`config.mk`:
```
export PLATFORM = sky130hd
export DESIGN_NAME = dcrs_ctrl
export DESIGN_NICKNAME = d
export VERILOG_FILES = /design/src/sv/dcrs_pkg.sv /design/src/sv/dcrs_ctrl.sv
export SDC_FILE = /design/constraint.sdc
export NUM_CORES = 1
export LEC_CHECK = 0
export BUFFER_PORTS_ARGS = -buffer_cell sky130_fd_sc_hd__buf_4
export CAP_MARGIN = 20
export CORE_MARGIN = 3
export CORE_UTILIZATION = 47
export CTS_BUF_LIST = sky130_fd_sc_hd__clkbuf_8
export CTS_CLUSTER_DIAMETER = 50
export DETAILED_ROUTE_END_ITERATION = 7
export PLACE_DENSITY = 0.82
export SKIP_CTS_REPAIR_TIMING = 1
export SYNTH_ARGS = -nofsm -noshare
export SYNTH_HDL_FRONTEND = slang
export SYNTH_SLANG_ARGS = --single-unit
```
`constraint.sdc`:
```
create_clock -name aclk -period 2.8 [get_ports aclk]
set_clock_uncertainty 0.15 [all_clocks]
set_input_delay 0.14 -clock aclk [delete_from_list [all_inputs] [get_ports aclk]]
set_output_delay 0.14 -clock aclk [all_outputs]
set_load 0.01 [all_outputs]
```
`src/sv/dcrs_pkg.sv`:
```
// Shared types, codes and constants of the DMX channel ramp smoother.
`default_nettype none

package dcrs_pkg;

    localparam int CHANNELS_DEF = 512;

    // Action codes of an input beat
    localparam logic [1:0] ACT_WRITE = 2'd0;
    localparam logic [1:0] ACT_TICK  = 2'd1;
    localparam logic [1:0] ACT_READ  = 2'd2;

    // Ramp length in ticks and the reciprocal used for the divide by three
    localparam logic [2:0]  RAMP_TICKS  = 3'd3;
    localparam logic [16:0] RECIP3      = 17'd43691;
    localparam int          RECIP_SHIFT = 17;

    // What one walk over the stores does to every channel
    typedef enum logic [1:0] {
        MODE_COPY,
        MODE_LOAD,
        MODE_ADD,
        MODE_SNAP
    } walk_mode_t;

    typedef struct packed {
        logic [7:0]  target;
        logic [15:0] smooth;
    } chan_word_t;

    typedef struct packed {
        logic       valid;
        walk_mode_t mode;
    } lane_ctl_t;

    typedef struct packed {
        logic        valid;
        logic        step_we;
        chan_word_t  word;
        logic [15:0] step;
    } lane_out_t;

    typedef struct packed {
        logic [15:0] level;
        logic        ramping;
    } result_t;

endpackage

`default_nettype wire

```
`src/sv/dcrs_ctrl.sv`:
```
// Sequencer: clearing pass, read-modify-write of targets, level reads and tick walks.
`default_nettype none

module dcrs_ctrl #(
    parameter int CHANNELS = dcrs_pkg::CHANNELS_DEF,
    localparam int AW = (CHANNELS > 1) ? $clog2(CHANNELS) : 1
) (
    input  wire logic                 aclk,
    input  wire logic                 aresetn,
    input  wire logic                 s_valid,
    output logic                      s_ready,
    input  wire logic [1:0]           s_action,
    input  wire logic [8:0]           s_channel,
    input  wire logic [7:0]           s_value,
    input  wire logic                 s_new_frame,
    input  wire logic                 out_free,
    output logic                      res_valid,
    output dcrs_pkg::result_t         res,
    output logic [AW-1:0]             rd_addr,
    input  wire dcrs_pkg::chan_word_t rd_word,
    output logic                      wr_en,
    output logic [AW-1:0]             wr_addr,
    output dcrs_pkg::chan_word_t      wr_word,
    output dcrs_pkg::lane_ctl_t       lane_ctl,
    input  wire dcrs_pkg::lane_out_t  lane_out
);
    import dcrs_pkg::*;

    localparam logic [2:0] ST_CLEAR = 3'd0;
    localparam logic [2:0] ST_IDLE  = 3'd1;
    localparam logic [2:0] ST_RMW   = 3'd2;
    localparam logic [2:0] ST_READ  = 3'd3;
    localparam logic [2:0] ST_WALK  = 3'd4;
    localparam logic [2:0] ST_DRAIN = 3'd5;
    localparam logic [2:0] ST_DONE  = 3'd6;

    localparam logic [AW-1:0] LAST_IDX = AW'(CHANNELS - 1);

    logic [2:0]    state_reg, state_next;
    logic [AW-1:0] idx_reg, idx_next;
    walk_mode_t    mode_reg, mode_next;
    logic [AW-1:0] addr_reg, addr_next;
    logic [7:0]    val_reg, val_next;
    logic [15:0]   level_reg, level_next;
    logic [2:0]    steps_left_reg, steps_left_next;
    logic          first_frame_reg, first_frame_next;
    logic          p1_vld_reg;
    logic [AW-1:0] p1_addr_reg;
    logic [AW-1:0] p2_addr_reg;

    logic chan_ok;

    always_comb begin
        chan_ok          = ({1'b0, s_channel} < 10'(CHANNELS));
        state_next       = state_reg;
        idx_next         = idx_reg;
        mode_next        = mode_reg;
        addr_next        = addr_reg;
        val_next         = val_reg;
        level_next       = level_reg;
        steps_left_next  = steps_left_reg;
        first_frame_next = first_frame_reg;
        rd_addr          = idx_reg;
        wr_en            = 1'b0;
        wr_addr          = p2_addr_reg;
        wr_word          = lane_out.word;
        res_valid        = 1'b0;
        s_ready          = (state_reg == ST_IDLE);

        if (lane_out.valid) begin
            wr_en = 1'b1;
        end

        unique case (state_reg)
            ST_CLEAR: begin
                wr_en   = 1'b1;
                wr_addr = idx_reg;
                wr_word = '0;
                if (idx_reg == LAST_IDX) begin
                    idx_next   = '0;
                    state_next = ST_IDLE;
                end else begin
                    idx_next = idx_reg + AW'(1);
                end
            end
            ST_IDLE: begin
                rd_addr    = s_channel[AW-1:0];
                addr_next  = s_channel[AW-1:0];
                val_next   = s_value;
                level_next = '0;
                idx_next   = '0;
                if (s_valid) begin
                    unique case (s_action)
                        ACT_WRITE: begin
                            state_next = chan_ok ? ST_RMW : ST_DONE;
                        end
                        ACT_READ: begin
                            state_next = chan_ok ? ST_READ : ST_DONE;
                        end
                        ACT_TICK: begin
                            if (s_new_frame && first_frame_reg) begin
                                mode_next        = MODE_COPY;
                                first_frame_next = 1'b0;
                                state_next       = ST_WALK;
                            end else if (s_new_frame) begin
                                mode_next       = MODE_LOAD;
                                steps_left_next = RAMP_TICKS;
                                state_next      = ST_WALK;
                            end else if (steps_left_reg >= 3'd2) begin
                                mode_next       = MODE_ADD;
                                steps_left_next = steps_left_reg - 3'd1;
                                state_next      = ST_WALK;
                            end else if (steps_left_reg == 3'd1) begin
                                mode_next       = MODE_SNAP;
                                steps_left_next = 3'd0;
                                state_next      = ST_WALK;
                            end else begin
                                state_next = ST_DONE;
                            end
                        end
                        default: begin
                            state_next = ST_DONE;
                        end
                    endcase
                end
            end
            ST_RMW: begin
                wr_en          = 1'b1;
                wr_addr        = addr_reg;
                wr_word.target = val_reg;
                wr_word.smooth = rd_word.smooth;
                state_next     = ST_DONE;
            end
            ST_READ: begin
                level_next = rd_word.smooth;
                state_next = ST_DONE;
            end
            ST_WALK: begin
                if (idx_reg == LAST_IDX) begin
                    idx_next   = '0;
                    state_next = ST_DRAIN;
                end else begin
                    idx_next = idx_reg + AW'(1);
                end
            end
            ST_DRAIN: begin
                if (!p1_vld_reg && !lane_out.valid) begin
                    state_next = ST_DONE;
                end
            end
            ST_DONE: begin
                if (out_free) begin
                    res_valid  = 1'b1;
                    state_next = ST_IDLE;
                end
            end
            default: begin
                state_next = ST_IDLE;
            end
        endcase

        lane_ctl.valid = p1_vld_reg;
        lane_ctl.mode  = mode_reg;
        res.level      = level_reg;
        res.ramping    = (steps_left_reg != 3'd0);
    end

    always_ff @(posedge aclk) begin
        if (!aresetn) begin
            state_reg       <= ST_CLEAR;
            idx_reg         <= '0;
            steps_left_reg  <= 3'd0;
            first_frame_reg <= 1'b1;
            p1_vld_reg      <= 1'b0;
        end else begin
            state_reg       <= state_next;
            idx_reg         <= idx_next;
            steps_left_reg  <= steps_left_next;
            first_frame_reg <= first_frame_next;
            p1_vld_reg      <= (state_reg == ST_WALK);
        end
    end

    always_ff @(posedge aclk) begin
        mode_reg    <= mode_next;
        addr_reg    <= addr_next;
        val_reg     <= val_next;
        level_reg   <= level_next;
        p1_addr_reg <= idx_reg;
        p2_addr_reg <= p1_addr_reg;
    end

endmodule

`default_nettype wire

```
=== Word level (Yosys, flattened, before mapping) ===
Index checks and enable logic that the tools add are counted.

* Input port bits: 90
* Register bits: 70
* Logic and storage cells: 77
* Output and inout bits: 65

* Equality and inequality tests: 15
* Add/subtract/negate cells: 2
* Bitwise operators: 1
* Multiplexer cells: 27
* Reduce and logical (&&, ||, !) cells: 19
* Magnitude comparators: 1

{| class="wikitable"
|+ Operators by type and width
! cell !! count
|-
| 24-bit case mux with 2 select lines || 1
|-
| 9-bit case mux with 2 select lines || 2
|-
| 16-bit case mux with 2 select lines || 1
|-
| 3-bit two-way mux || 8
|-
| 9-bit two-way mux || 2
|-
| 3-bit case mux with 6 select lines || 1
|-
| 2-bit two-way mux || 6
|-
| 2-bit inequality test, second input constant || 5
|-
| 5-bit AND reduction || 2
|-
| 9-bit by 1-bit adder with 9-bit output, second input constant || 1
|-
| 3-bit == test, second input constant || 3
|-
| 9-bit == test, second input constant || 1
|-
| 3-bit case mux with 3 select lines || 1
|-
| 4-bit AND reduction || 2
|-
| 2-bit OR reduction || 4
|-
| 3-bit by 1-bit == test with 1-bit output, second input constant || 2
|-
| 3-bit by 2-bit == test with 1-bit output, second input constant || 2
|-
| 3-bit nonzero test || 2
|-
| 1-bit two-way mux || 5
|-
| 2-bit nonzero test || 2
|-
| 4-bit nonzero test || 1
|-
| 3-bit by 2-bit greater-or-equal comparator with 1-bit output, second input constant || 1
|-
| 3-bit zero test || 1
|-
| 3-bit by 1-bit subtractor with 3-bit output, second input constant || 1
|-
| other kinds (6) || 8
|}

=== Depth between registers and ports, before layout ===
* Depth after elaboration: 8
* Depth in mapped cells: 10
* Depth with buffers taken out: 9

=== Worst setup path before layout ===
OpenSTA, ideal clock, no wires.

* Path type: reg-to-reg
* Start point: register idx_reg[0]
* End point: register state_reg[2]
* Period minus slack after synthesis: 2167 ps
* Arrival time: 1898 ps
* Stages on the path, launching flop included: 11
* Buffers on the path: 1
* Slack: 633 ps
* Library setup time: 119 ps
* Data required time: 2531 ps
* Cells stage by stage: dfxtp_1 > ha_1 > and3_1 > nand3_1 > nor2_1 > ha_1 > or3_1 > buf_2 > o31ai_2 > nor3_1 > o221a_1

* Longest elaborated chain between the ends: 3
* Elaborated cells between the ends (all ways): 4
* Those cells by class: eq/ne (3); reduce/logical (1)

{| class="wikitable"
|+ Ends and longest elaborated chain
! item !! RTL line !! RTL
|-
| start, declared || dcrs_ctrl.sv:40 || <nowiki>logic [AW-1:0] idx_reg, idx_next;</nowiki>
|-
| start signal, assigned || dcrs_ctrl.sv:177 || <nowiki>idx_reg <= idx_next;</nowiki>
|-
| 9-bit == test * || dcrs_ctrl.sv:79, dcrs_ctrl.sv:139 ||
|-
| 2-bit inequality test (no line) || n/a ||
|-
| 5-bit AND reduction (no line) * || n/a ||
|-
| end signal, assigned || dcrs_ctrl.sv:176 || <nowiki>state_reg <= state_next;</nowiki>
|-
| end, declared || dcrs_ctrl.sv:39 || <nowiki>logic [2:0] state_reg, state_next;</nowiki>
|}

Mark *: on every way between the ends. The rest lies on a longest branch, timed or not.
A chain may end at the register's enable or synchronous reset.

=== Worst setup path after layout ===
* Start point: register state_reg[0]
* End point: output rd_addr[4]

* Longest elaborated chain between the ends: 2

{| class="wikitable"
|+ Ends and longest elaborated chain
! item !! RTL line !! RTL
|-
| 3-bit by 1-bit == test with 1-bit output || dcrs_ctrl.sv:74 || <nowiki>unique case (state_reg)</nowiki>
|-
| 9-bit two-way mux || dcrs_ctrl.sv:74 ||
|-
| end, declared || dcrs_ctrl.sv:19 || <nowiki>output logic [AW-1:0] rd_addr,</nowiki>
|}

No other way between the ends.

==> flow_metrics.py <==
metrics = {
    "clock_tree": {
        "cts_tree": "yes",
        "htree_levels": 3,
        "cts_buffers": 9,
        "cts_root_buf": "clkbuf_8",
        "cts_sinks": 70,
        "clk_pin_slew_ps": 70,
        "clock_path_buffers": 2,
        "insertion_delay_ps": 340,
    },
    "final_layout": {
        "seq_area_sq_um": 1750,
        "diodes": 0,
        "largest_reg_flops": 16,
        "nFillCells": 386,
        "multi_input_area_sq_um": 1230,
        "nNetsFinal": 519,
        "drive_above_1_share_pct": 38.7,
        "area_growth_pct": 51.9,
    },
    "grt": {
        "antenna_found_initial": 0,
        "grt_overflow": 0,
        "grt_pass1_wl_um": 12000,
        "grt_start_max_net_pins": 37,
        "gr-usage-all-layers_pct": 20.6,
        "grt_pass1_vias": 2535,
    },
    "routing": {
        "dr.pass1.iters": 4,
        "dr.first_iter.drc_count": 108,
        "ant_nets": 0,
        "vias_per_cell": 5.51,
        "wl_um": 8630,
        "drc": 0,
        "vias": 2779,
        "wl_per_cell_um": 17.1,
    },
    "sta": {
        "tightest_slew_ps": 657,
        "setup_tns_ps": 0,
        "setup_viol": 0,
        "fmax_mhz": 409,
        "period_needed_ps": 2450,
        "post-route-period-util_pct": 87.4,
        "drv_slew": 0,
        "hold_viol_final": 0,
        "holdWs_ps": 12.9,
        "relSlewSlack_pct": 55.9,
        "rsz0062_at_grt": "false",
    },
    "yosys": {
        "synth_cell_types": 48,
        "yosysWarnings": 0,
        "synth-edff-count": 35,
        "synth_ff_type": "edfxtp_1",
        "syn-instance-count": 264,
        "avgSynthCellArea_sq_um": 11.7,
        "netlist_area_sq_um": 3100,
        "synthArstFlopShare_pct": 0,
        "synthesis.nets": 359,
        "synth-seq-cells": 70,
        "ys_seq_area_share_pct": 56.6,
    },
    "critical_path": {
        "critPathMaxStageDelay_ps": 540,
        "arrival_ps": 2160,
        "end_kind": "output port",
        "crit_top_cell": "buf_4",
        "cp_max_fo": 13,
        "crit_slowest_cell": "dfxtp_1",
        "cp_data_required_time_ps": 2510,
        "worstSetupPathType": "reg2out",
        "cp_top_family": "flip-flops",
        "path_cells": "nor3b_4 -> buf_4 -> mux2_2 -> buf_4",
        "start_kind": "flip-flop",
        "critPathBufInv": 2,
    },
    "pwr": {
        "leakage_nw": 2.11,
        "ir_worst_vdd_mv": 0.488,
        "power_density_nw_per_um2": 475,
    },
    "floorplanning": {
        "rows": 28,
        "ios": 155,
        "die_w_um": 87.2,
        "dieArea_sq_um": 7600,
        "die_h_um": 87.2,
        "start_util_pct": 50.5,
        "core_sq_um": 6130,
    },
    "placement": {
        "place.port_buffers": 129,
        "gp_congestion": 0.847,
        "dp_hpwl_um": 5540,
    },
    "min_path": {
        "hold_path_class": "in2reg",
    },
    "run": {
        "maxCapViolations": 0,
    },
    "status": {
        "status": "finished, final reports clean",
    },
}
==> logic make-up (layout without fill, tap and decap cells) <==
family / after synthesis / after routing / synth area share [%]
AND/OR/NAND/NOR: 72 / 72 / 13.9
adder cells (fa/ha/maj): 5 / 5 / 2.02
AO/OA/AOI/OAI: 72 / 72 / 17.1
buffers and inverters: 26 / 191 / 3.88
multiplexers: 19 / 19 / 6.51
flip-flops: 70 / 70 / 56.6
==> final cells by class <==
| cell class | count | area share, % |
|---|---|---|
| well taps | 75 | 2.00 |
| flip-flops and latches | 70 | 37.2 |
| clock inverters | 7 | 2.58 |
| inverters | 4 | 0.319 |
| clock buffers | 9 | 2.63 |
| multi-input cells | 168 | 26.1 |
| repair buffers | 171 | 29.2 |
==> final timing paths <==
check                 start        endpoint  slack, ps  cells after the start
max            state_reg[0]      rd_addr[4]        350                      4
min                out_free    state_reg[1]         10                      4
max reg2reg      idx_reg[0]    state_reg[2]        360                      9
min reg2reg  p1_addr_reg[1]  p2_addr_reg[1]        180                      0
==> placed cells by master (no fill, tap or decap), types with 4 or more instances in the layout <==
| cell type | n |
|---|---|
| buf_4 | 136 |
| edfxtp_1 | 35 |
| dfxtp_1 | 35 |
| dlygate4sd3_1 | 35 |
| a22o_1 | 24 |
| and3_1 | 19 |
| nand2_1 | 16 |
| o21ai_0 | 14 |
| mux2i_1 | 10 |
| mux2_2 | 9 |
| clkbuf_8 | 9 |
| nor2_1 | 8 |
| a21oi_1 | 8 |
| nand2b_1 | 5 |
| ha_1 | 5 |
| inv_1 | 4 |
==> metal layers <==
| metal | track usage, % | part of all wire (%) | vias up |
|---|---|---|---|
| met5 | 0 | 0 | - |
| li1 | - | - | 1322 |
| met2 | 36.5 | 51 | 132 |
| met1 | 24.0 | 39 | 1309 |
| met4 | 8.51 | 1.9 | 0 |
| met3 | 4.64 | 8.2 | 16 |
==> power breakdown <==
group | switching [mW] | total, mW | internal (mW)
clock | 0.393 | 0.989 | 0.596
sequential | 0.00717 | 1.09 | 1.08
combinational | 0.0512 | 0.160 | 0.109
total | 0.452 | 2.24 | 1.78
==> cells in the mapped netlist, drive strengths merged, types with 4 or more instances <==
| cell type | n | area, sq um |
|---|---|---|
| clkbuf | 11 | 41.3 |
| o21ai | 15 | 75.1 |
| edfxtp | 35 | 1050 |
| o31ai | 4 | 35.0 |
| nor2 | 8 | 30.0 |
| inv | 4 | 15.0 |
| a22o | 24 | 210 |
| and3 | 19 | 119 |
| mux2 | 9 | 101 |
| nor2b | 4 | 25.0 |
| mux2i | 10 | 100 |
| buf | 11 | 63.8 |
| dfxtp | 35 | 701 |
| nand2 | 16 | 60.1 |
| ha | 5 | 62.6 |
| a21oi | 8 | 40.0 |
| nand2b | 5 | 31.3 |
==> metrics by stage <==
step / area, sq um / setup WS, ps / util, % / instances / power, mW
global route: 4700 / 177 / 76.7 / 504 / 2.32
detailed placement: 4110 / 416 / 67.0 / 453 / 1.23
finish: 4700 / 353 / 76.7 / 504 / 2.24
CTS: 4350 / 343 / 71.0 / 469 / 2.21
floorplan: 3100 / 633 / - / 264 / 1.14
global placement: 4110 / 463 / 67.0 / 453 / 1.22
==> worst reg2reg max path, delay by kind of cell, from the launching register on <==
kind                     cells  cell delay, ps
AND/OR/NAND/NOR              5            1030
flip-flops                   1             440
adder cells (fa/ha/maj)      2             400
AO/OA/AOI/OAI                2             350
Power figures use the tool's default switching activity.
