==> src/sv/dcrs_pkg.sv <==
// Shared types, codes and constants of the DMX channel ramp smoother.
`default_nettype none

package dcrs_pkg;

    localparam int CHANNELS_DEF = 512;

    // Action codes of an input beat
    localparam logic [1:0] ACT_WRITE = 2'd0;
    localparam logic [1:0] ACT_TICK  = 2'd1;
    localparam logic [1:0] ACT_READ  = 2'd2;

    // Ramp length in ticks and the reciprocal used for the divide by three
    localparam logic [2:0]  RAMP_TICKS  = 3'd3;
    localparam logic [16:0] RECIP3      = 17'd43691;
    localparam int          RECIP_SHIFT = 17;

    // What one walk over the stores does to every channel
    typedef enum logic [1:0] {
        MODE_COPY,
        MODE_LOAD,
        MODE_ADD,
        MODE_SNAP
    } walk_mode_t;

    typedef struct packed {
        logic [7:0]  target;
        logic [15:0] smooth;
    } chan_word_t;

    typedef struct packed {
        logic       valid;
        walk_mode_t mode;
    } lane_ctl_t;

    typedef struct packed {
        logic        valid;
        logic        step_we;
        chan_word_t  word;
        logic [15:0] step;
    } lane_out_t;

    typedef struct packed {
        logic [15:0] level;
        logic        ramping;
    } result_t;

endpackage

`default_nettype wire

==> src/sv/dcrs_lane.sv <==
// Two-stage per-channel update: step by three, ramp add with clamp, copy and snap.
`default_nettype none

module dcrs_lane (
    input  wire logic                 aclk,
    input  wire logic                 aresetn,
    input  wire dcrs_pkg::lane_ctl_t  ctl,
    input  wire dcrs_pkg::chan_word_t rd_word,
    input  wire logic [15:0]          rd_step,
    output dcrs_pkg::lane_out_t       lane_out
);
    import dcrs_pkg::*;

    // Stage one: signed difference, its magnitude and the reciprocal product
    logic signed [17:0] diff;
    logic [17:0]        mag_full;
    logic [15:0]        mag;
    logic [32:0]        prod_next;

    logic        s1_vld_reg;
    walk_mode_t  s1_mode_reg;
    chan_word_t  s1_word_reg;
    logic [15:0] s1_step_reg;
    logic        s1_neg_reg;
    logic [32:0] s1_prod_reg;

    always_comb begin
        diff      = $signed({2'b00, rd_word.target, 8'h00}) - $signed({2'b00, rd_word.smooth});
        mag_full  = diff[17] ? 18'(-diff) : 18'(diff);
        mag       = mag_full[15:0];
        prod_next = 33'(mag) * 33'(RECIP3);
    end

    always_ff @(posedge aclk) begin
        if (!aresetn) begin
            s1_vld_reg <= 1'b0;
        end else begin
            s1_vld_reg <= ctl.valid;
        end
    end

    always_ff @(posedge aclk) begin
        s1_mode_reg <= ctl.mode;
        s1_word_reg <= rd_word;
        s1_step_reg <= rd_step;
        s1_neg_reg  <= diff[17];
        s1_prod_reg <= prod_next;
    end

    // Stage two: sign the quotient, add, clamp, pick per mode
    logic [15:0]        quot;
    logic [15:0]        step_new;
    logic [15:0]        add_step;
    logic signed [17:0] sum;
    logic [15:0]        sat_val;
    logic [15:0]        t16;
    logic [15:0]        new_smooth;

    always_comb begin
        quot     = s1_prod_reg[RECIP_SHIFT +: 16];
        step_new = s1_neg_reg ? 16'(16'd0 - quot) : quot;
        add_step = (s1_mode_reg == MODE_LOAD) ? step_new : s1_step_reg;
        sum      = $signed({2'b00, s1_word_reg.smooth})
                 + $signed({{2{add_step[15]}}, add_step});
        if (sum[17]) begin
            sat_val = 16'h0000;
        end else if (sum[16]) begin
            sat_val = 16'hFFFF;
        end else begin
            sat_val = sum[15:0];
        end
        t16 = {s1_word_reg.target, 8'h00};
        case (s1_mode_reg) inside
            MODE_COPY, MODE_SNAP: new_smooth = t16;
            MODE_LOAD, MODE_ADD:  new_smooth = sat_val;
            default:              new_smooth = sat_val;
        endcase
        lane_out.valid       = s1_vld_reg;
        lane_out.step_we     = s1_vld_reg && (s1_mode_reg == MODE_LOAD);
        lane_out.word.target = s1_word_reg.target;
        lane_out.word.smooth = new_smooth;
        lane_out.step        = step_new;
    end

endmodule

`default_nettype wire

==> config.mk <==
export PLATFORM = sky130hd
export DESIGN_NAME = dcrs_lane
export DESIGN_NICKNAME = d
export VERILOG_FILES = /design/src/sv/dcrs_pkg.sv /design/src/sv/dcrs_lane.sv
export SDC_FILE = /design/constraint.sdc
export NUM_CORES = 1
export LEC_CHECK = 0
export BUFFER_PORTS_ARGS = -buffer_cell sky130_fd_sc_hd__buf_2
export CAP_MARGIN = 40
export CORE_UTILIZATION = 40
export CTS_BUF_LIST = sky130_fd_sc_hd__clkbuf_8 sky130_fd_sc_hd__clkbuf_16
export CTS_CLUSTER_DIAMETER = 40
export DETAILED_ROUTE_END_ITERATION = 12
export GPL_TIMING_DRIVEN = 0
export PLACE_DENSITY_LB_ADDON = 0.1
export SYNTH_ARGS = -nofsm -noshare
export SYNTH_HDL_FRONTEND = slang
export SYNTH_SLANG_ARGS = --single-unit
==> constraint.sdc <==
create_clock -name aclk -period 9.4 [get_ports aclk]
set_input_delay 1.41 -clock aclk [delete_from_list [all_inputs] [get_ports aclk]]
set_output_delay 1.41 -clock aclk [all_outputs]
set_load 0.02 [all_outputs]
### Word-level counts from Yosys, hierarchy flattened

Index checks and enable logic that the tools add are counted.
W data, S select, Z words.

* register bits: 76
* bits in latches: 0
* RAM bits: 0
* ROM bits: 0
* bits of input ports: 45
* output and inout bits: 42
* logic and storage cells: 23
* memories: 0

* $add $sub $neg: 4
* multipliers: 1
* div/mod/pow operators: 0
* order comparisons: 0
* equality and inequality tests: 2
* shift-type cells: 0
* multiplexer cells: 6
* bitwise logic cells: 0
* reductions and logical operators: 3

Operators by type and width (count)
* $mux W16: 6
* $mul A16 B16 Y32 const B: 1
* $add A17 B16 Y18: 1
* $sub A16 B16 Y17: 1
* $neg A16 Y16: 1
* $sub A1 B15 Y16 const A: 1
* $eq A2 B1 Y1 const B: 1
* $eq A2 B2 Y1 const B: 1
* $logic_not A2 Y1: 1
* $reduce_or A2 Y1: 1
* $logic_and A1 B1 Y1: 1

### Logic depth before layout (Yosys ltp)

Gate-level depths: netlist of the first run.

* word-level depth: 7
* mapped depth: 30
* mapped depth without buffers: 29

### Worst setup path after synthesis of the first run

OpenSTA, ideal clock, no wires.

* path kind: input -> register
* start: input rd_word[0] (netlist name)
* end: register s1_prod_reg[27]
* setup time: 0.120 ns
* arrival time: 8.545 ns
* required time: 9.280 ns
* setup slack: 0.735 ns
* cell stages on the path: 30
* path buffers: 1
* cell sequence: inv_1 ha_1 buf_4 or3b_2 a211o_1 a22oi_4 nand4b_4 or3_1 o31ai_2 xor2_1 xnor2_1 ha_1 ha_1 inv_1 fa_1 inv_1 fa_1 fa_1 inv_1 fa_1 inv_1 ha_1 nand3_1 nor4_1 nand3b_1 mux2i_1 nor3_1 o31ai_1 a21oi_1 xnor2_1

* cells in the longest elaborated chain, start to end: 4

RTL lines
* start, declared: line dcrs_lane.sv:8 `input wire dcrs_pkg::chan_word_t rd_word,`
* $sub A16 B16 Y17 *: line dcrs_lane.sv:28 `diff = $signed({2'b00, rd_word.target, 8'h00}) - $signed({2'b00, rd_word.smooth});`
* $neg A16 Y16: line dcrs_lane.sv:29 `mag_full = diff[17] ? 18'(-diff) : 18'(diff);`
* $mux W16 *: line dcrs_lane.sv:29
* $mul A16 B16 Y32 *: line dcrs_lane.sv:31 `prod_next = 33'(mag) * 33'(RECIP3);`
* net prod_next[27]: line dcrs_lane.sv:18 `logic [32:0] prod_next;`
* end signal, assigned: line dcrs_lane.sv:47 `s1_prod_reg <= prod_next;`
* end, declared: line dcrs_lane.sv:25 `logic [32:0] s1_prod_reg;`

Mark *: on every way through the listed nets, which the timed path passes. The rest lies on a longest branch.
A chain may end at the register's enable or synchronous reset.

### Worst setup path after layout of the first run

* start: input rd_word[0] (netlist name)
* end: register s1_prod_reg[28]

The elaborated chain is that of the path after synthesis.

==> results of run 1 <==
==> path summary, 6_finish.rpt <==
kind / endpoint / depth (start not counted) / start
hold / removal: s1_step_reg[8] / 1 / rd_step[8]
setup / recovery: s1_prod_reg[28] / 28 / rd_word[0]
==> metrics by stage <==
step | hold WS [ns] | cell area (um^2) | utilization | setup TNS (ns) | cells
after floorplan | 1.44 | 8550 | - | 0 | 945
after global placement | 1.51 | 9320 | 0.445 | -4.62 | 1306
after detailed placement | 1.51 | 9350 | 0.446 | -2.89 | 1310
after CTS | 1.16 | 9680 | 0.462 | 0 | 1326
after global routing | 1.16 | 9760 | 0.466 | -0.00376 | 1329
final | 1.18 | 9760 | 0.466 | 0 | 1329
==> cells in the mapped netlist (3+ instances only) <==
library cell  instances  area, um^2
xnor2_1              61         534
nor2b_1               5        31.3
mux2_2               16         180
dfxtp_1              59        1180
a31oi_1               8        50.1
a211oi_1              7        52.6
or2_2                 3        18.8
inv_1               180         676
o21ai_0              26         130
o41ai_1               3        26.3
and2_1                7        43.8
buf_4                12        90.1
nand2b_1              8        50.1
fa_1                 78        1560
o31ai_1               7        52.6
or4_1                 7        52.6
o211ai_1              3        22.5
o21bai_1              6        45.0
nand3_1              14        70.1
clkbuf_1             10        37.5
xor2_1               25         219
nand2_1              64         240
nor3b_1               3        22.5
nand3b_1              5        37.5
a21oi_1              43         215
nor3_1               13        65.1
a21o_1               17         128
o21ai_1               3        15.0
nand4_1               5        31.3
nor2_1               24        90.1
and3_1                4        25.0
buf_6                 3        33.8
or3_1                 8        50.1
o21a_1               13        97.6
ha_1                153        1910
==> kinds of logic after synthesis <==
family / after synthesis / synth area share
simple gates: 181 / 0.114
flops: 59 / 0.138
xor+xnor: 88 / 0.0919
mux: 19 / 0.0250
fa+ha+maj: 231 / 0.407
compound gates: 158 / 0.125
buf+inv: 209 / 0.0998
==> cell type report <==
class / instances / area share
Timing Repair Buffer: 93 / 0.0490
Buffer: 27 / 0.0176
Clock inverter: 7 / 0.00551
Sequential cell: 59 / 0.121
Multi-Input combinational cell: 677 / 0.679
Inverter: 182 / 0.0700
Clock buffer: 9 / 0.0231
Tap cell: 275 / 0.0352
==> critical path, stage by stage <==
cell and delay, ns:
buf_2 0.19, inv_1 0.11, ha_1 0.14, buf_4 0.16, or3b_2 0.45, a211o_1 0.31, a22oi_4 0.28, nand4b_4 0.15
or3_1 0.40, o31ai_2 0.28, xor2_2 0.25, xnor2_2 0.15, ha_1 0.41, ha_1 0.33, fa_1 0.52, fa_1 0.44
fa_1 0.55, fa_1 0.50, ha_1 0.37, a21o_1 0.23, a31o_2 0.22, a211oi_1 0.27, o311ai_0 0.20, buf_2 0.19
nor3_2 0.22, o31ai_2 0.11, buf_4 0.15, o311ai_1 0.34
==> layer usage <==
layer	wire, um	vias up
li1	-	3345
met1	10200	3056
met2	10200	113
met3	740	12
met4	266	0
met5	0	-
==> repair_timing <==
| action | in CTS | in global routing |
|---|---|---|
| gates resized for setup | 8 | 11 |
| setup buffers | 0 | 3 |
| endpoints found under the setup margin | 3 | 9 |
| pin swaps | 0 | 3 |
| gates cloned | 0 | 0 |
==> results.json, run 1 <==
{
  "grt_max_degree": 13,
  "synth_ff_type": "dfxtp_1",
  "synth.avg_cell_area_um2": 9.05,
  "cts.sinks": 59,
  "fin_ws_ns": 0.269,
  "place.gp.congestion": 0.840,
  "finalCritPeriodShare": 0.971,
  "cp_max_fo": 11,
  "vias": 6526,
  "antenna_left": 0,
  "layout.cells.most_common_list": "inv_1 (181), ha_1 (153), buf_2 (89), fa_1 (78), nand2_1 (64)",
  "core_area_um2": 21000,
  "relSlewSlack": 0.379,
  "synth-async-reset-ratio": 0,
  "met2_usage": 0.343,
  "pre_cts_ws_ns": -0.676,
  "grt_overflow_total": 0,
  "globalRouteMet1Util": 0.276,
  "synth.distinct_cells": 68,
  "netlist_area_um2": 8550,
  "drtIter0Drc": 208,
  "fp.dieW_um": 148,
  "io_pins": 87,
  "yosys_warnings": 0,
  "h-tree-depth": 3,
  "hold_viol": 0,
  "path_clk_slew_ns": 0.06,
  "synth_seq_cells": 59,
  "ys_seq_area_frac": 0.138,
  "grt_use_met3": 0.0178,
  "rows": 53,
  "start_util": 0.408,
  "dp_hpwl_mm": 18.7,
  "ctsHoldBuffers": 0,
  "multi_input_area_um2": 6630,
  "routed_wl_mm": 21.4,
  "synth_edf_count": 0,
  "grt_busiest_layer": "met2",
  "setup_violations": 0,
  "synthCells": 945,
  "syn_nets": 1221,
  "hold_class": "input pin to register",
  "root_buffer": "clkbuf_16",
  "cp.arrival_ns": 9.34,
  "endpoint_kind": "register",
  "detail_route.wl_per_cell_um": 16.1,
  "grt_pass1_vias": 6423,
  "dr.pass1.iters": 5,
  "cts_tree": "built",
  "cp-start-kind": "input pin",
  "via_per_inst": 4.91,
  "path_class": "input pin to register",
  "num-fill-cells": 2122,
  "grt_pass1_wl_mm": 33.9,
  "antenna_found_initial": 0,
  "final_nets": 1325,
  "die-area_um2": 22000,
  "status": "completed",
  "drc": 0,
  "clockBufferDepth": 2,
  "antennaDiodeCount": 0,
  "critPathRequiredTime_ns": 9.61,
  "fin_crit_ns": 9.13,
  "port_buffers": 86,
  "final_common_cell": "inv_1",
  "syn2layout_area_growth_pct": 14.2,
  "drive_above_1_share": 0.163,
  "die_y_um": 148,
  "cts_buffers": 9,
  "drv_cap": 0,
  "seqCellArea_um2": 1180,
  "drv_slew": 0,
  "tightestPinTransition_ns": 0.924,
  "grt_usage": 0.202,
  "fmax_mhz": 110
}
Power of run 1 is not shown: default switching activity piles up to over one toggle a cycle in this logic, so the estimate is an artifact.
==> run 2: changes to the inputs <==
--- a/config.mk
+++ b/config.mk
@@ -7,12 +7,13 @@
 export LEC_CHECK = 0
 export BUFFER_PORTS_ARGS = -buffer_cell sky130_fd_sc_hd__buf_2
 export CAP_MARGIN = 40
-export CORE_UTILIZATION = 40
+export CORE_UTILIZATION = 50
 export CTS_BUF_LIST = sky130_fd_sc_hd__clkbuf_8 sky130_fd_sc_hd__clkbuf_16
 export CTS_CLUSTER_DIAMETER = 40
 export DETAILED_ROUTE_END_ITERATION = 12
 export GPL_TIMING_DRIVEN = 0
 export PLACE_DENSITY_LB_ADDON = 0.1
+export SLEW_MARGIN = 15
 export SYNTH_ARGS = -nofsm -noshare
 export SYNTH_HDL_FRONTEND = slang
 export SYNTH_SLANG_ARGS = --single-unit
==> run 2 against run 1 <==
  * Worst setup slack improved by 0.10 ns
  * Critical path type unchanged
  * First-iteration DRC count is 44% higher
  * Non-clock buffer count up 3
  * Critical endpoint is now s1_prod_reg[24]
  * Die area fell by 20%
==> results.json, run 2 (synthesis gave the netlist of run 1 again) <==
{
  "relSlewSlack": 0.464,
  "core_area_um2": 16600,
  "dp_hpwl_mm": 17.8,
  "ctsHoldBuffers": 0,
  "fin_crit_ns": 9.03,
  "die-area_um2": 17600,
  "grt_pass1_vias": 6441,
  "hold_path_depth": 1,
  "crit_family": "adder cells",
  "cp.depth": 28,
  "drv_cap": 0,
  "io_pins": 87,
  "clockBufferDepth": 2,
  "antenna_found_initial": 0,
  "layout.cells.most_common_list": "inv_1 (180), ha_1 (153), buf_2 (88), fa_1 (78), nand2_1 (64)",
  "dr.pass1.iters": 5,
  "seqCellArea_um2": 1180,
  "place.gp.congestion": 0.893,
  "hold_viol": 0,
  "grt_usage": 0.240,
  "grt_pass1_wl_mm": 32.6,
  "drc": 0,
  "tightestPinTransition_ns": 0.799,
  "critPathRequiredTime_ns": 9.64,
  "drive_above_1_share": 0.169,
  "port_buffers": 86,
  "grt_overflow_total": 0,
  "final_common_cell": "inv_1",
  "fp.dieW_um": 133,
  "grt_max_degree": 13,
  "cts_buffers": 9,
  "cp-start-kind": "input pin",
  "path_class": "input pin to register",
  "crit_buf_inv": 4,
  "routed_wl_mm": 20.4,
  "whs_endpoint": "s1_mode_reg[0]",
  "num-fill-cells": 1552,
  "setup_violations": 0,
  "antennaDiodeCount": 0,
  "final_nets": 1328,
  "drv_slew": 0,
  "cts.sinks": 59,
  "rows": 47,
  "hp-start": "ctl[0]",
  "drtIter0Drc": 300,
  "critPathSlowestCell": "fa_1",
  "vias": 6582,
  "fmax_mhz": 111,
  "multi_input_area_um2": 6640,
  "die_y_um": 133,
  "hold_class": "input pin to register",
  "fin_hold_ws_ns": 1.18,
  "detail_route.wl_per_cell_um": 16.0,
  "syn2layout_area_growth_pct": 14.2,
  "status": "completed",
  "critical_path.max_stage_delay_ns": 0.55,
  "endpoint_kind": "register",
  "start_util": 0.514,
  "cp.arrival_ns": 9.27,
  "crit_start": "rd_word[0]",
  "cts_tree": "built",
  "h-tree-depth": 3,
  "via_per_inst": 5.15,
  "root_buffer": "clkbuf_16",
  "cp_max_fo": 11,
  "finalCritPeriodShare": 0.961,
  "antenna_left": 0,
  "path_clk_slew_ns": 0.06
}
## run 2: routing by layer
layer  wire length [um]  GRT usage  vias to the layer above  share of wire
li1                   -          -                     3352              -
met1               9560      0.321                     3091           0.47
met2               9910      0.409                      120           0.48
met3                595     0.0249                       19          0.029
met4                369     0.0690                        0          0.018
met5                  0          0                        -              0
## run 2: how the worst max path moves through the flow
stage                                  to  slack [ns]
after CTS                 s1_prod_reg[27]        0.01
after global placement    s1_prod_reg[27]       -0.81
after detailed placement  s1_prod_reg[27]       -0.67
after global routing      s1_prod_reg[31]      -0.001
final                     s1_prod_reg[24]        0.37
after floorplan           s1_prod_reg[27]        0.73
## run 2: final cells by class
| class | instances | share of cell area |
|---|---|---|
| buffer | 27 | 0.0177 |
| clock buffer | 9 | 0.0231 |
| clock inverter | 7 | 0.00782 |
| inverter | 182 | 0.0700 |
| multi-input combinational | 677 | 0.680 |
| sequential | 59 | 0.121 |
| tap | 220 | 0.0282 |
| timing repair buffer | 96 | 0.0519 |
## run 2: per-stage QoR
| step | std cells | setup TNS (ns) | cell area (um^2) | utilization | setup slack, ns |
|---|---|---|---|---|---|
| after floorplan | 945 | 0 | 8550 | - | 0.735 |
| after global placement | 1251 | -5.23 | 9260 | 0.556 | -0.814 |
| after detailed placement | 1255 | -3.77 | 9290 | 0.558 | -0.670 |
| after CTS | 1271 | 0 | 9620 | 0.578 | 0.0130 |
| after global routing | 1277 | -0.00149 | 9760 | 0.587 | -0.00149 |
| final | 1277 | 0 | 9760 | 0.587 | 0.370 |
## run 2: repair_timing
action                                  4_1_cts  5_1_grt
pin swaps                                     0        5
resized for setup                             5       19
endpoints found under the setup margin        4       13
buffers inserted                              0        6
Power of run 2 is left out for the same reason.
==> run 3: changes to the inputs <==
--- a/config.mk
+++ b/config.mk
@@ -5,9 +5,10 @@
 export SDC_FILE = /design/constraint.sdc
 export NUM_CORES = 1
 export LEC_CHECK = 0
+export ABC_AREA = 1
 export BUFFER_PORTS_ARGS = -buffer_cell sky130_fd_sc_hd__buf_2
 export CAP_MARGIN = 40
-export CORE_UTILIZATION = 50
+export CORE_UTILIZATION = 30
 export CTS_BUF_LIST = sky130_fd_sc_hd__clkbuf_8 sky130_fd_sc_hd__clkbuf_16
 export CTS_CLUSTER_DIAMETER = 40
 export DETAILED_ROUTE_END_ITERATION = 12
==> run 3 against run 2 <==
  * Utilization decreased by 24 points
  * Clock-buffer cell count increased by 2
  * Highest routed layer unchanged
  * Largest cell class unchanged
  * Worst setup slack improved by 0.64 ns
==> results.json, run 3 <==
{
  "ys_top_cells_by_area": "ha_1 (21%), fa_1 (17%), dfxtp_1 (13%)",
  "drv_cap": 0,
  "antenna_left": 0,
  "grt_setup_unrepaired": "false",
  "synth_ff_type": "dfxtp_1",
  "cp-start-kind": "input pin",
  "antenna_found_initial": 0,
  "endpoint_kind": "register",
  "critical_path.max_stage_delay_ns": 0.57,
  "fin_crit_ns": 8.39,
  "synth_edf_count": 0,
  "cts_tree": "built",
  "relSlewSlack": 0.553,
  "tns_ns": 0,
  "yosysTopAreaCellShare": 0.212,
  "tightestPinTransition_ns": 0.669,
  "cp_common_cell": "nand2_1",
  "dp_hpwl_mm": 23.7,
  "grt_overflow_total": 0,
  "clockBufferDepth": 2,
  "synth-async-reset-ratio": 0,
  "core_area_um2": 29600,
  "drc": 0,
  "antennaDiodeCount": 0,
  "hold_viol": 0,
  "die_y_um": 175,
  "cts.sinks": 59,
  "cp.arrival_ns": 8.63,
  "cts_resized": 0,
  "synth_seq_cells": 59,
  "grt_pass1_vias": 7831,
  "place.gp.congestion": 0.847,
  "cts_buffers": 9,
  "via_per_inst": 4.54,
  "layout.cells.most_common_list": "inv_1 (258), nand2_1 (250), ha_1 (153), buf_2 (87), nor2_1 (80)",
  "yosys_warnings": 0,
  "netlist_area_um2": 9030,
  "synth_most_common_cell": "inv_1",
  "hold_class": "input pin to register",
  "syn2layout_area_growth_pct": 13.8,
  "final_common_cell": "inv_1",
  "final_nets": 1576,
  "h-tree-depth": 3,
  "critPathRequiredTime_ns": 9.65,
  "ys_seq_area_frac": 0.131,
  "routed_wl_mm": 26.2,
  "synthCells": 1203,
  "grt_pass1_wl_mm": 42.1,
  "drtIter0Drc": 338,
  "die-area_um2": 30800,
  "cts_setup_buffers": 0,
  "path_clk_slew_ns": 0.06,
  "synth.avg_cell_area_um2": 7.51,
  "start_util": 0.305,
  "vias": 7698,
  "grt_max_degree": 11,
  "synth.distinct_cells": 45,
  "synth_common_cells": "inv_1 (258), nand2_1 (250), ha_1 (153)",
  "port_buffers": 86,
  "grt_usage": 0.178,
  "cp_max_fo": 10,
  "fmax_mhz": 119,
  "path_class": "input pin to register",
  "drive_above_1_share": 0.127,
  "detail_route.wl_per_cell_um": 15.5,
  "finalCritPeriodShare": 0.892,
  "critPathSlowestCell": "fa_1",
  "crit_buf_inv": 8,
  "fp.dieW_um": 175,
  "crit_family": "adder cells",
  "rows": 63,
  "syn_nets": 1479,
  "root_buffer": "clkbuf_16",
  "dr.pass1.iters": 5,
  "yosysTopAreaCell": "ha_1",
  "drv_slew": 0,
  "status": "completed",
  "io_pins": 87,
  "setup_violations": 0,
  "ctsHoldBuffers": 0
}
run 3: cell types whose count changed in the layout (fill, tap and decap cells not counted), moves of 9 or more:
cell	previous run	this run
xnor2_1	56	13
xor2_1	22	41
inv_1	180	258
nand2_1	64	250
a21oi_1	43	59
buf_4	20	11
nor2_1	24	80
nand3_1	13	39
a21o_1	17	6
mux2_2	16	0
run 3: cells by family after synthesis:
group | after synthesis | share of synthesized area
flip-flops | 59 | 0.131
XOR/XNOR | 59 | 0.0626
adder cells (fa/ha/maj) | 231 | 0.385
AO/OA/AOI/OAI | 138 | 0.0890
AND/OR/NAND/NOR | 431 | 0.209
buffers and inverters | 285 | 0.123
run 3: worst paths after layout:
| path | start | end | slack [ns] | cells past startpoint |
|---|---|---|---|---|
| worst max-delay path | rd_word[13] | s1_prod_reg[28] | 1.01 | 31 |
| worst min-delay path | rd_step[5] | s1_step_reg[5] | 1.17 | 1 |
run 3: final cells by class:
type                            instances  area [um^2]
Buffer                                 17          106
Clock buffer                           11          253
Clock inverter                          4         73.8
Fill cell                            3307        19400
Inverter                              268         1010
Multi-Input combinational cell        859         6740
Sequential cell                        59         1180
Tap cell                              390          488
Timing Repair Buffer                   86          430
run 3: metal layers:
layer | vias up | track usage | wire [um]
met5 | - | 0 | 0
met4 | 0 | 0.0254 | 199
met3 | 14 | 0.0167 | 742
met2 | 110 | 0.324 | 13100
met1 | 3615 | 0.231 | 12200
li1 | 3959 | - | -
run 3: metrics by stage:
stage | area, um^2 | hold WS, ns | setup WS [ns] | utilization | std cells
4_1_cts | 10300 | 1.16 | 0.981 | 0.347 | 1694
3_3_place_gp | 9950 | 1.51 | 0.700 | 0.336 | 1679
5_1_grt | 10300 | 1.16 | 0.502 | 0.347 | 1694
2_1_floorplan | 9030 | 1.44 | 2.10 | - | 1203
6_report | 10300 | 1.17 | 1.01 | 0.347 | 1694
3_5_place_dp | 9950 | 1.51 | 0.674 | 0.336 | 1679
Power of run 3 is left out for the same reason.
